### config.mk
export PLATFORM = sky130hd
export DESIGN_NAME = vtpc_pend_cell
export DESIGN_NICKNAME = d
export VERILOG_FILES = /design/src/vtpc_pkg.sv /design/src/vtpc_pend_cell.sv
export SDC_FILE = /design/constraint.sdc
export NUM_CORES = 1
export LEC_CHECK = 0
export ABC_AREA = 1
export BUFFER_PORTS_ARGS = -buffer_cell sky130_fd_sc_hd__buf_2
export CORE_MARGIN = 10
export CORE_UTILIZATION = 43
export CTS_CLUSTER_DIAMETER = 200
export CTS_CLUSTER_SIZE = 40
export DETAILED_ROUTE_END_ITERATION = 8
export PLACE_DENSITY = 0.84
export SYNTH_ARGS = -nofsm -noshare
export SYNTH_HDL_FRONTEND = slang
export SYNTH_SLANG_ARGS = --single-unit
### constraint.sdc
create_clock -name clk -period 6 [get_ports clk]
set_clock_uncertainty 0.1 [all_clocks]
set_input_delay 0.6 -clock clk [delete_from_list [all_inputs] [get_ports clk]]
set_output_delay 0.6 -clock clk [all_outputs]
set_load 0.03 [all_outputs]
### src/vtpc_pkg.sv
// shared types and codes for the virtual texture page cache
package vtpc_pkg;

    typedef logic [43:0] page_key_t;

    typedef struct packed {
        logic       valid;
        page_key_t  key;
        logic [31:0] used;
    } res_entry_t;

    typedef enum logic [2:0] {
        OP_HOLD,
        OP_SHIFT,
        OP_SWAP_EVEN,
        OP_SWAP_ODD,
        OP_WRITE
    } cell_op_t;

    typedef struct packed {
        cell_op_t   op;
        res_entry_t wdata;
    } res_ctl_t;

    typedef struct packed {
        cell_op_t   op;
        page_key_t  wkey;
    } pend_ctl_t;

    localparam logic [1:0] REQ_FEEDBACK = 2'd0;
    localparam logic [1:0] REQ_PAGE     = 2'd1;
    localparam logic [1:0] REQ_FRAME    = 2'd2;
    localparam logic [1:0] REQ_EVICT    = 2'd3;

    localparam logic [2:0] ST_HIT     = 3'd0;
    localparam logic [2:0] ST_PENDING = 3'd1;
    localparam logic [2:0] ST_QUEUED  = 3'd2;
    localparam logic [2:0] ST_DROPPED = 3'd3;
    localparam logic [2:0] ST_DONE    = 3'd4;

    localparam logic REG_MAX_PAGES    = 1'b0;
    localparam logic REG_STALE_WINDOW = 1'b1;

endpackage

### src/vtpc_pend_cell.sv
// one slot of the rotating pending key chain
module vtpc_pend_cell #(
    parameter int IDX  = 0,
    parameter int IDXW = 5
) (
    input  logic                clk,
    input  vtpc_pkg::pend_ctl_t ctl,
    input  logic [IDXW-1:0]     wr_idx,
    input  vtpc_pkg::page_key_t right,
    output vtpc_pkg::page_key_t q
);
    import vtpc_pkg::*;

    page_key_t key_reg;
    page_key_t key_next;

    assign q = key_reg;

    always_comb
    begin
        key_next = key_reg;
        case (ctl.op)
            OP_SHIFT:
            begin
                key_next = right;
            end
            OP_WRITE:
            begin
                if (wr_idx == IDXW'(IDX))
                begin
                    key_next = ctl.wkey;
                end
            end
            default:
            begin
                key_next = key_reg;
            end
        endcase
    end

    always_ff @(posedge clk)
    begin
        key_reg <= key_next;
    end

endmodule

==> summary.md <==
| Metric | Value |
|---|---|
| Synth top cells by count | 136 x nand2_1, 44 x edfxtp_1, 4 x buf_2, 4 x buf_6, 4 x inv_1 |
| Final Cycle Share | 0.485 |
| Crit path max fanout | 45 |
| Initial DRC Count | 66 |
| Leak | 1.41 nW |
| Post-synthesis net count | 295 |
| Post-route cell area | 2730 um^2 |
| Htree depth | 2 |
| Vias in the first global route | 1,831 |
| Fin nets | 434 |
| # fillers | 374 |
| Yosys top cell area share | 0.679 |
| TritonCTS clock tree | built |
| Maximum vdd drop | 0.000136 V |
| Post-synth EDFFs | 44 |
| Run status | finished clean |
| Setup TNS | 0 ns |
| CTS resizes | 0 |
| Async set or reset register ratio after synthesis | 0 |
| CTS buffer count | 5 |
| Die Height | 87.3 um |
| Worst-Margin Slew | 0.972 ns |
| Antenna-violating nets left | 0 |
| Root Driver | clkbuf_8 |
| CTS clk-pin slew, worst paths | 0.08 ns |
| Dominant cells by area after synthesis | edfxtp_1 68%, nand2_1 26%, buf_6 2.3% |
| Number of remaining DRC errors | 0 |
| Wire per inst | 14.2 um |
| Kind of critical path | in -> reg |
| Seq/Total Area, Yosys | 0.679 |
| Multi-input gate area | 541 um^2 |
| Worst hold path class | in -> reg |
| Fin util | 0.627 |
| Unrepaired setup endpoints after global routing | false |
| Startpoint types | input port |
| Worst EP required | 5.81 ns |
| Synth warn | 0 |
| Maxcap violations | 0 |
| Post-synthesis register bit count | 44 |
| Placed inst area | 2650 um^2 |
| Finished Layout Cells | 390 |
| Bufs on Longest Clock Path | 2 |
| Max reg flops | 44 |
| Finish-stage setup viols | 0 |
| Buffers added on ports | 140 |
| Hold path depth | 3 |
| Critical path endpoint category | flop |
| FF/Latch Area | 1320 um^2 |
| Largest net degree at the start of global routing | 46 |
| GRT Residual Overflow | 0 |
| Post-Route WL | 5550 um |
| P&R area growth vs syn | 40.3% |
| DR vias | 1,770 |
| Final Hold Viols | 0 |
| Fmax | 343 MHz |
| ANT cells | 0 |
| Min cycle time layout | 2.91 ns |
| Rows | 24 |
| Global-route wire length before repair | 8410 um |
| Most common cell in the netlist | nand2_1 |
| Die width | 87.3 um |
| Avg Cell Area, Syn | 9.83 um^2 |
| GPL Wtd Cong | 0.769 |
| Starting Density | 0.447 |
| Top_reg_cell synth | edfxtp_1 |
| Total track usage | 0.139 |
| Distinct cell type count after synthesis | 10 |
| Hold_sp | ctl[24] |
| Die area | 7620 um^2 |
| Final Max Tran Viols | 0 |
| Slew HR | 0.350 |
| Share of cells above drive strength 1 | 0.441 |
| Postcts setup bufs | 0 |
| Vias per cell | 4.54 |
| Core area | 4350 um^2 |
| Worst Hold End | q[24]$_DFFE_PP_ |
| Mapped Cells | 198 |
| Antenna violations before repair | 0 |
| Mapped Area | 1950 um^2 |
| P per Cell Area | 237 nW/um^2 |
| CP arrival | 2.72 ns |
| Clock net sink count | 44 |
| Area leader, netlist | edfxtp_1 |
| Inst Count DP | 382 |
| I/O pin total | 141 |
| Drt pass-1 iters | 4 |
| Hold-fix buffers at CTS | 0 |
==> placed cells by master, fill, tap and decap left out <==
cell type  instances
buf_2            140
clkbuf_1           2
clkbuf_8           5
clkinv_1           1
edfxtp_1          44
inv_1              4
inv_4              1
nand2_1          135
nand2_2            2
nand3b_1           1
nor2_1             2
nor2_2             1
==> cell type report <==
cell class | instances | area share
Sequential cell | 44 | 0.484
Timing Repair Buffer | 140 | 0.257
Multi-Input combinational cell | 141 | 0.198
Clock buffer | 7 | 0.0280
Tap cell | 52 | 0.0238
Inverter | 5 | 0.00779
Clock inverter | 1 | 0.00138
==> metal layers <==
metal	GRT usage	wire, um
met5	0	0
met4	0.0362	44
met3	0.0730	670
met2	0.251	2900
met1	0.136	1940
==> worst max-delay path by stage <==
stage | startpoint | end | slack, ns | cells past startpoint
2_1_floorplan | ctl[44] | q[0]$_DFFE_PP_ | 3.56 | 5
3_3_place_gp | ctl[44] | q[43]$_DFFE_PP_ | 2.84 | 6
6_report | ctl[44] | q[1]$_DFFE_PP_ | 3.09 | 6
3_5_place_dp | ctl[44] | q[17]$_DFFE_PP_ | 2.71 | 6
4_1_cts | ctl[44] | q[0]$_DFFE_PP_ | 3.02 | 6
5_1_grt | ctl[44] | q[16]$_DFFE_PP_ | 2.81 | 6
==> critical path, cell delays in order <==
cell and delay (ns):
buf_2 0.11, nor2_2 0.10, nand2_2 0.45, inv_4 0.56, nand2_1 0.13, nand2_2 0.73
==> report_power, final <==
group	switching, W	internal, W	total, W
Sequential	0.00000354	0.000359	0.000362
Clock	0.0000902	0.0000811	0.000171
Combinational	0.0000706	0.0000427	0.000113
Total	0.000164	0.000482	0.000647
==> kinds of logic (layout without fill, tap and decap cells) <==
family        count (synthesis)  in the layout  synth area share
buf+inv                      13            153            0.0444
flops                        44             44             0.679
simple gates                141            141             0.277
==> metrics by stage <==
stage	power, W	setup WS (ns)	hold WS (ns)
floorplan	0.000434	3.56	0.679
global placement	0.000481	2.84	0.765
detailed placement	0.000484	2.71	0.768
CTS	0.000653	3.02	0.465
global route	0.000678	2.81	0.472
finish	0.000647	3.09	0.472
No activity file was read; power rests on OpenSTA's default activity.
