--- src/vtpc_pkg.sv ---
// shared types and codes for the virtual texture page cache
package vtpc_pkg;

    typedef logic [43:0] page_key_t;

    typedef struct packed {
        logic       valid;
        page_key_t  key;
        logic [31:0] used;
    } res_entry_t;

    typedef enum logic [2:0] {
        OP_HOLD,
        OP_SHIFT,
        OP_SWAP_EVEN,
        OP_SWAP_ODD,
        OP_WRITE
    } cell_op_t;

    typedef struct packed {
        cell_op_t   op;
        res_entry_t wdata;
    } res_ctl_t;

    typedef struct packed {
        cell_op_t   op;
        page_key_t  wkey;
    } pend_ctl_t;

    localparam logic [1:0] REQ_FEEDBACK = 2'd0;
    localparam logic [1:0] REQ_PAGE     = 2'd1;
    localparam logic [1:0] REQ_FRAME    = 2'd2;
    localparam logic [1:0] REQ_EVICT    = 2'd3;

    localparam logic [2:0] ST_HIT     = 3'd0;
    localparam logic [2:0] ST_PENDING = 3'd1;
    localparam logic [2:0] ST_QUEUED  = 3'd2;
    localparam logic [2:0] ST_DROPPED = 3'd3;
    localparam logic [2:0] ST_DONE    = 3'd4;

    localparam logic REG_MAX_PAGES    = 1'b0;
    localparam logic REG_STALE_WINDOW = 1'b1;

endpackage

--- src/vtpc_res_cell.sv ---
// one resident page slot of the rotating page chain
module vtpc_res_cell #(
    parameter int IDX  = 0,
    parameter int NUM  = 256,
    parameter int IDXW = 8
) (
    input  logic                 clk,
    input  logic                 rst_n,
    input  vtpc_pkg::res_ctl_t   ctl,
    input  logic [IDXW-1:0]      wr_idx,
    input  vtpc_pkg::res_entry_t left,
    input  vtpc_pkg::res_entry_t right,
    output vtpc_pkg::res_entry_t q
);
    import vtpc_pkg::*;

    localparam bit HAS_LEFT  = (IDX > 0);
    localparam bit HAS_RIGHT = (IDX < NUM - 1);
    localparam bit EVEN_IDX  = ((IDX % 2) == 0);

    logic        valid_reg;
    page_key_t   key_reg;
    logic [31:0] used_reg;
    res_entry_t  cell_next;
    logic        is_left;

    assign q = {valid_reg, key_reg, used_reg};

    always_comb
    begin
        is_left   = EVEN_IDX ^ (ctl.op == OP_SWAP_ODD);
        cell_next = q;
        case (ctl.op)
            OP_SHIFT:
            begin
                cell_next = right;
            end
            OP_SWAP_EVEN, OP_SWAP_ODD:
            begin
                // invalid slots bubble up, valid ones keep their order
                if (is_left && HAS_RIGHT && !valid_reg && right.valid)
                begin
                    cell_next = right;
                end
                else if (!is_left && HAS_LEFT && !left.valid && valid_reg)
                begin
                    cell_next = left;
                end
            end
            OP_WRITE:
            begin
                if (wr_idx == IDXW'(IDX))
                begin
                    cell_next = ctl.wdata;
                end
            end
            default:
            begin
                cell_next = q;
            end
        endcase
    end

    always_ff @(posedge clk or negedge rst_n)
    begin
        if (!rst_n)
        begin
            valid_reg <= 1'b0;
        end
        else
        begin
            valid_reg <= cell_next.valid;
        end
    end

    always_ff @(posedge clk)
    begin
        key_reg  <= cell_next.key;
        used_reg <= cell_next.used;
    end

endmodule

--- config.mk ---
export PLATFORM = sky130hd
export DESIGN_NAME = vtpc_res_cell
export DESIGN_NICKNAME = d
export VERILOG_FILES = /design/src/vtpc_pkg.sv /design/src/vtpc_res_cell.sv
export SDC_FILE = /design/constraint.sdc
export NUM_CORES = 1
export LEC_CHECK = 0
export BUFFER_PORTS_ARGS = -buffer_cell sky130_fd_sc_hd__buf_2
export CAP_MARGIN = 0
export CORE_AREA = 2 2 124 126
export CTS_CLUSTER_DIAMETER = 120
export DETAILED_ROUTE_END_ITERATION = 10
export DIE_AREA = 0 0 126 128
export MAX_ROUTING_LAYER = met4
export PLACE_DENSITY = 0.59
export SETUP_SLACK_MARGIN = 0.15
export SLEW_MARGIN = 30
export SYNTH_ARGS = -nofsm -noshare
export SYNTH_HDL_FRONTEND = slang
export SYNTH_SLANG_ARGS = --single-unit
--- constraint.sdc ---
create_clock -name clk -period 6.05 [get_ports clk]
set_input_delay 0.3025 -clock clk [delete_from_list [all_inputs] [get_ports clk]]
set_output_delay 0.3025 -clock clk [all_outputs]
set_load 0.005 [all_outputs]
==> flow_metrics.py, run 1 <==
metrics = {
    "routing": {
        "vias_per_cell": 4.007,
        "avgRoutedWirePerCell_um": 13.41,
        "dr.max_layer_used": "met4",
        "drt_first_pass_iters": 4,
        "wl_met2_um": 4184,
        "drtIter0Drc": 69,
        "antenna_left": 0,
        "routed-via-count": 2456,
        "wl_met3_um": 876,
        "drc_errors": 0,
        "met1Wirelength_um": 3038,
        "wirelength_um": 8222,
    },
    "setup_path": {
        "cp.required_ns": 6.27,
        "worstPathMaxFanout": 79,
        "end_kind": "flip-flop",
        "timing.setup.critical_path_class": "input port to flip-flop",
        "critPathArrivalTime_ns": 2.42,
        "slowest_stage": "buf_6",
        "critPathLaunchType": "input port",
        "path_delay_family": "buffers and inverters",
        "path_buf_inv": 3,
        "cp_common_cell": "buf_6",
        "critical_path.max_stage_delay_ns": 0.56,
        "cp_cell_sequence": "buf_2 -> nor3b_4 -> buf_6 -> a21oi_1 -> a22oi_2 -> buf_6 -> mux2_1",
    },
    "clock_network": {
        "clkTransAtPathRegs_ns": 0.06,
        "cts_buffer_depth": 2,
        "htreeDepth": 3,
        "cts_inserted_buffers": 9,
        "cts_root_buffer": "clkbuf_16",
        "cts_sinks": 77,
        "clk_latency_ns": 0.33,
        "cts_tree": "yes",
    },
    "power_and_ir_drop": {
        "clkPwrFrac_pct": 41.0,
        "seqPwrFrac_pct": 47.4,
        "p_sw_share_pct": 20.38,
        "combPwrFrac_pct": 11.6,
        "power_density_nw_per_um2": 268.1,
        "internal-power_w": 0.001076,
        "p_switching_w": 0.0002755,
        "leakagePower_nw": 2.160,
        "ir_drop_uv": 131.1,
    },
    "die": {
        "core_region_area_um2": 14860,
        "die_h_um": 128,
        "initial_core_util_pct": 22.42,
        "die_area_um2": 16130,
        "fp.dieW_um": 126,
        "num_rows": 45,
        "io_pins": 321,
    },
    "timing": {
        "final-hold-violation-count": 0,
        "skew_ns": 0.007552,
        "grt_setup_unrepaired": "no",
        "clock.fmax_mhz": 453.3,
        "max_slew_margin_pct": 52.27,
        "tightestPinTransition_ns": 0.7159,
        "fin_setup_tns_ns": 0,
        "slew_viol_final": 0,
        "setup_viol": 0,
        "final.min_clock_period_ns": 2.206,
        "period_share_pct": 36.46,
    },
    "cells_and_area": {
        "fillers": 1483,
        "finalNetCount": 665,
        "final_cell_mix": "243 x buf_2, 76 x edfxtp_1, 41 x mux2_1",
        "multi_input_area_um2": 947.2,
        "diodes": 0,
        "seq_area_um2": 2307,
        "final_common_cell": "buf_2",
        "final_cells": 613,
        "drive_gt1_share_pct": 70.12,
        "area_delta_synth_final_pct": 51.28,
        "fin_util_pct": 33.92,
        "largest_reg_flops": 44,
    },
    "grt": {
        "grt_max_degree": 80,
        "gr-usage-all-layers_pct": 10.14,
        "antenna_found_initial": 0,
        "grt_pass1_vias": 2474,
        "grt_pass1_wl_um": 11980,
        "overflow": 0,
    },
    "synth": {
        "syn_nets": 417,
        "synth_area_leader_cell": "edfxtp_1",
        "postSynthCellCount": 173,
        "yosysWarnings": 0,
        "syn-cell-area_um2": 3333,
        "ys_top_cells_by_area": "edfxtp_1 68%, mux2_1 14%, mux2_2 12%, buf_6 1.7%, dfrtp_1 0.75%",
        "synth.avg_cell_area_um2": 19.27,
        "ys_types": 14,
        "synth_seq_cells": 77,
        "synth_top_area_share_pct": 68.47,
        "ys_seq_area_share_pct": 69.22,
    },
    "place": {
        "placed_cells": 597,
        "dp_hpwl_um": 6278,
        "place.port_buffers": 243,
        "gp_congestion": 0.7676,
    },
    "job": {
        "drv_cap": 0,
    },
    "outcome": {
        "outcome": "finished, final reports clean",
    },
    "worst_hold_path": {
        "holdCritPathClass": "input port to flip-flop",
    },
}
==> per-layer routing <==
| metal | vias up | global-route usage [%] |
|---|---|---|
| met2 | 158 | 17.74 |
| met5 | - | - |
| met3 | 10 | 3.881 |
| met1 | 1113 | 10.06 |
| met4 | 0 | 4.460 |
| li1 | 1175 | - |
==> timing repair <==
action / CTS / global route
gates resized for setup: 0 / 0
hold endpoints to repair: 1 / 0
hold buffers: 1 / 0
setup buffers: 0 / 0
==> stage by stage <==
| stage | cell area (um^2) | hold slack [ns] | worst slack (ns) | total power [W] |
|---|---|---|---|---|
| global placement | 4721 | 0.07776 | 3.104 | 0.0008080 |
| CTS | 5035 | 0.2323 | 3.370 | 0.001376 |
| detailed placement | 4721 | 0.08027 | 3.002 | 0.0008121 |
| floorplan | 3333 | 0.006909 | 2.639 | 0.0007183 |
| global route | 5042 | 0.2414 | 3.631 | 0.001412 |
| finish | 5042 | 0.2505 | 3.844 | 0.001352 |
==> final cells by class <==
| cell class | instances | share of cell area, % |
|---|---|---|
| sequential | 77 | 45.76 |
| timing repair buffer | 246 | 24.76 |
| multi-input combinational | 87 | 18.78 |
| tap | 188 | 4.665 |
| clock buffer | 9 | 4.466 |
| clock inverter | 6 | 1.563 |
==> cells by family after synthesis <==
group	Yosys count	synth area share [%]
DFF	77	69.22
and+or+nand+nor	7	1.539
AOI/OAI and AO/OA	2	0.5253
buffers and inverters	9	2.365
muxes	78	26.35
==> path summary, 6_finish.rpt <==
check	cells after the start	slack [ns]	start	to
max in group asynchronous	2	5.67	rst_n	valid_reg$_DFFE_PN0P_
worst min register to register	1	0.51	valid_reg$_DFFE_PN0P_	valid_reg$_DFFE_PN0P_
worst max-delay path	7	3.84	ctl[77]	valid_reg$_DFFE_PN0P_
min in group asynchronous	2	0.29	rst_n	valid_reg$_DFFE_PN0P_
worst min-delay path	2	0.25	right[62]	key_reg[30]$_DFFE_PP_
worst max register to register	5	4.08	valid_reg$_DFFE_PN0P_	valid_reg$_DFFE_PN0P_
==> synth_stat cells <==
library cell	count
mux2_2	37
nor2_1	1
nor3b_4	1
a21oi_1	1
nor4_1	2
buf_6	5
buf_2	3
nand2_1	2
a22oi_2	1
mux2_1	41
buf_4	1
nor4b_1	1
edfxtp_1	76
dfrtp_1	1
==> power by group through the flow <==
stage | combinational [W] | clock (W) | sequential, W
after floorplan | 0.0000585 | 0 | 0.000660
after global placement | 0.000156 | 0 | 0.000652
after detailed placement | 0.000159 | 0 | 0.000653
after CTS | 0.000160 | 0.000574 | 0.000642
after global routing | 0.000173 | 0.000594 | 0.000644
final | 0.000156 | 0.000555 | 0.000641
No activity file was read; power rests on OpenSTA's default activity.
==> run 2: changes to the inputs <==
--- a/config.mk
+++ b/config.mk
@@ -12,7 +12,7 @@
 export DETAILED_ROUTE_END_ITERATION = 10
 export DIE_AREA = 0 0 126 128
 export MAX_ROUTING_LAYER = met4
-export PLACE_DENSITY = 0.59
+export PLACE_DENSITY = 0.61
 export SETUP_SLACK_MARGIN = 0.15
 export SLEW_MARGIN = 30
 export SYNTH_ARGS = -nofsm -noshare
==> constraint.sdc (replaced) <==
create_clock -name clk -period 1.8 [get_ports clk]
set_input_delay 0.09 -clock clk [delete_from_list [all_inputs] [get_ports clk]]
set_output_delay 0.09 -clock clk [all_outputs]
set_load 0.005 [all_outputs]
==> flow_metrics.py, run 2 (synthesis results as in run 1) <==
metrics = {
    "grt": {
        "grt_pass1_vias": 2479,
        "use_met3_pct": 4.174,
        "globalRoute.busiestLayer": "met2",
        "antenna_found_initial": 0,
        "grt_use_met1_pct": 10.50,
        "overflow": 0,
        "met2_usage_pct": 17.17,
        "grt_pass1_wl_um": 12050,
        "gr-usage-all-layers_pct": 10.19,
        "grt_max_degree": 45,
    },
    "clock_network": {
        "clk_latency_ns": 0.33,
        "cts_sinks": 77,
        "htreeDepth": 3,
        "clkTransAtPathRegs_ns": 0.06,
        "cts_inserted_buffers": 9,
        "cts_buffer_depth": 2,
        "cts_root_buffer": "clkbuf_16",
        "cts_tree": "yes",
    },
    "timing": {
        "setup_ws_ns": 0.1642,
        "grt_setup_unrepaired": "yes",
        "clock.fmax_mhz": 611.3,
        "slew_viol_final": 0,
        "final-hold-violation-count": 0,
        "final.min_clock_period_ns": 1.636,
        "setup_viol": 0,
        "period_share_pct": 90.88,
        "max_slew_margin_pct": 77.60,
        "tightestPinTransition_ns": 0.3357,
        "skew_ns": 0.005217,
    },
    "setup_path": {
        "timing.setup.critical_path_class": "flip-flop to flip-flop",
        "cp.required_ns": 1.85,
        "rr_startpoint": "valid_reg$_DFFE_PN0P_",
        "worstPathMaxFanout": 21,
        "slowest_stage": "dfrtp_1",
        "critPathArrivalTime_ns": 1.68,
        "critPathLaunch": "valid_reg$_DFFE_PN0P_",
        "critPathLaunchType": "flip-flop",
        "cp_cell_sequence": "nor4b_2 -> nand2_1 -> a22oi_2 -> buf_6 -> bufbuf_16",
        "end_kind": "flip-flop",
        "critical_path.max_stage_delay_ns": 0.39,
    },
    "place": {
        "dp_hpwl_um": 6406,
        "place_ws_ns": 0.08744,
        "placed_area_um2": 4815,
        "gp_congestion": 0.7540,
        "placed_cells": 602,
        "place.port_buffers": 243,
    },
    "cells_and_area": {
        "finalNetCount": 673,
        "final_cell_mix": "243 x buf_2, 76 x edfxtp_1, 41 x mux2_1",
        "fin_area_um2": 5199,
        "drive_gt1_share_pct": 70.67,
        "final_common_cell": "buf_2",
        "largest_reg_flops": 44,
        "area_delta_synth_final_pct": 55.97,
        "fillers": 1506,
        "final_cells": 621,
        "diodes": 0,
    },
    "routing": {
        "drc_errors": 0,
        "antenna_left": 0,
        "wirelength_um": 8277,
        "vias_per_cell": 3.987,
        "routed-via-count": 2476,
        "drt_first_pass_iters": 4,
        "avgRoutedWirePerCell_um": 13.33,
        "drtIter0Drc": 37,
    },
    "die": {
        "core_region_area_um2": 14860,
        "io_pins": 321,
        "initial_core_util_pct": 22.42,
        "num_rows": 45,
        "fp.dieW_um": 126,
        "die_h_um": 128,
        "die_area_um2": 16130,
    },
    "power_and_ir_drop": {
        "power_w": 0.004600,
        "ir_drop_uv": 430.7,
        "leakagePower_nw": 2.228,
        "power_density_nw_per_um2": 884.8,
    },
    "job": {
        "drv_cap": 0,
    },
    "outcome": {
        "outcome": "finished, final reports clean",
    },
    "worst_hold_path": {
        "holdCritPathClass": "input port to flip-flop",
        "hp-start": "right[64]",
    },
}
==> run 2: timing repair <==
action                                 CTS  global route
buffers inserted                         1             0
setup endpoints to repair                1            22
hold buffers                             1             0
resized for setup                        0             1
gates cloned                             1             1
endpoints found under the hold margin    1             0
pin swaps                                1             0
==> run 2: power by group <==
part,internal [W],switching (W)
Sequential,0.00213,0.0000285
Combinational,0.000346,0.000238
Clock,0.00120,0.000663
==> run 2: metrics by stage <==
step           util [%]  TNS (ns)  hold WS (ns)
6_report          34.97         0       0.03785
3_5_place_dp      32.39         0       -0.1334
4_1_cts           34.78         0       0.01881
3_3_place_gp      32.39         0       -0.1349
5_1_grt           34.97         0       0.01967
2_1_floorplan         -   -113.21       -0.2056
==> run 2: final timing paths <==
path,cells after the start,slack (ns),end
worst max-delay path,5,0.16,used_reg[28]$_DFFE_PP_
worst min-delay path,2,0.04,key_reg[32]$_DFFE_PP_
worst max register to register,5,0.16,used_reg[28]$_DFFE_PP_
worst min register to register,1,0.54,valid_reg$_DFFE_PN0P_
max in group asynchronous,2,1.64,valid_reg$_DFFE_PN0P_
min in group asynchronous,2,0.07,valid_reg$_DFFE_PN0P_
==> run 2: layout make-up <==
cell class / instances / area, um^2 / area share [%]
clock buffer: 10 / 229.0 / 4.404
clock inverter: 5 / 76.32 / 1.468
multi-input combinational: 87 / 953.4 / 18.34
sequential: 77 / 2307 / 44.38
tap: 188 / 235.2 / 4.525
timing repair buffer: 254 / 1398 / 26.88
==> run 2: metal layers <==
| layer | share of wire, % | wire (um) | vias to the layer above |
|---|---|---|---|
| met3 | 10 | 868 | 8 |
| li1 | - | - | 1197 |
| met4 | 1.1 | 88 | 0 |
| met1 | 39 | 3231 | 1112 |
| met5 | 0 | 0 | - |
| met2 | 49 | 4089 | 159 |
==> run 2: worst max-delay path: cells and delay by family, from the launching register on <==
family / cells / cell delay [ns]
simple gates: 2 / 0.30
compound gates: 1 / 0.18
flops: 1 / 0.39
buf+inv: 2 / 0.47
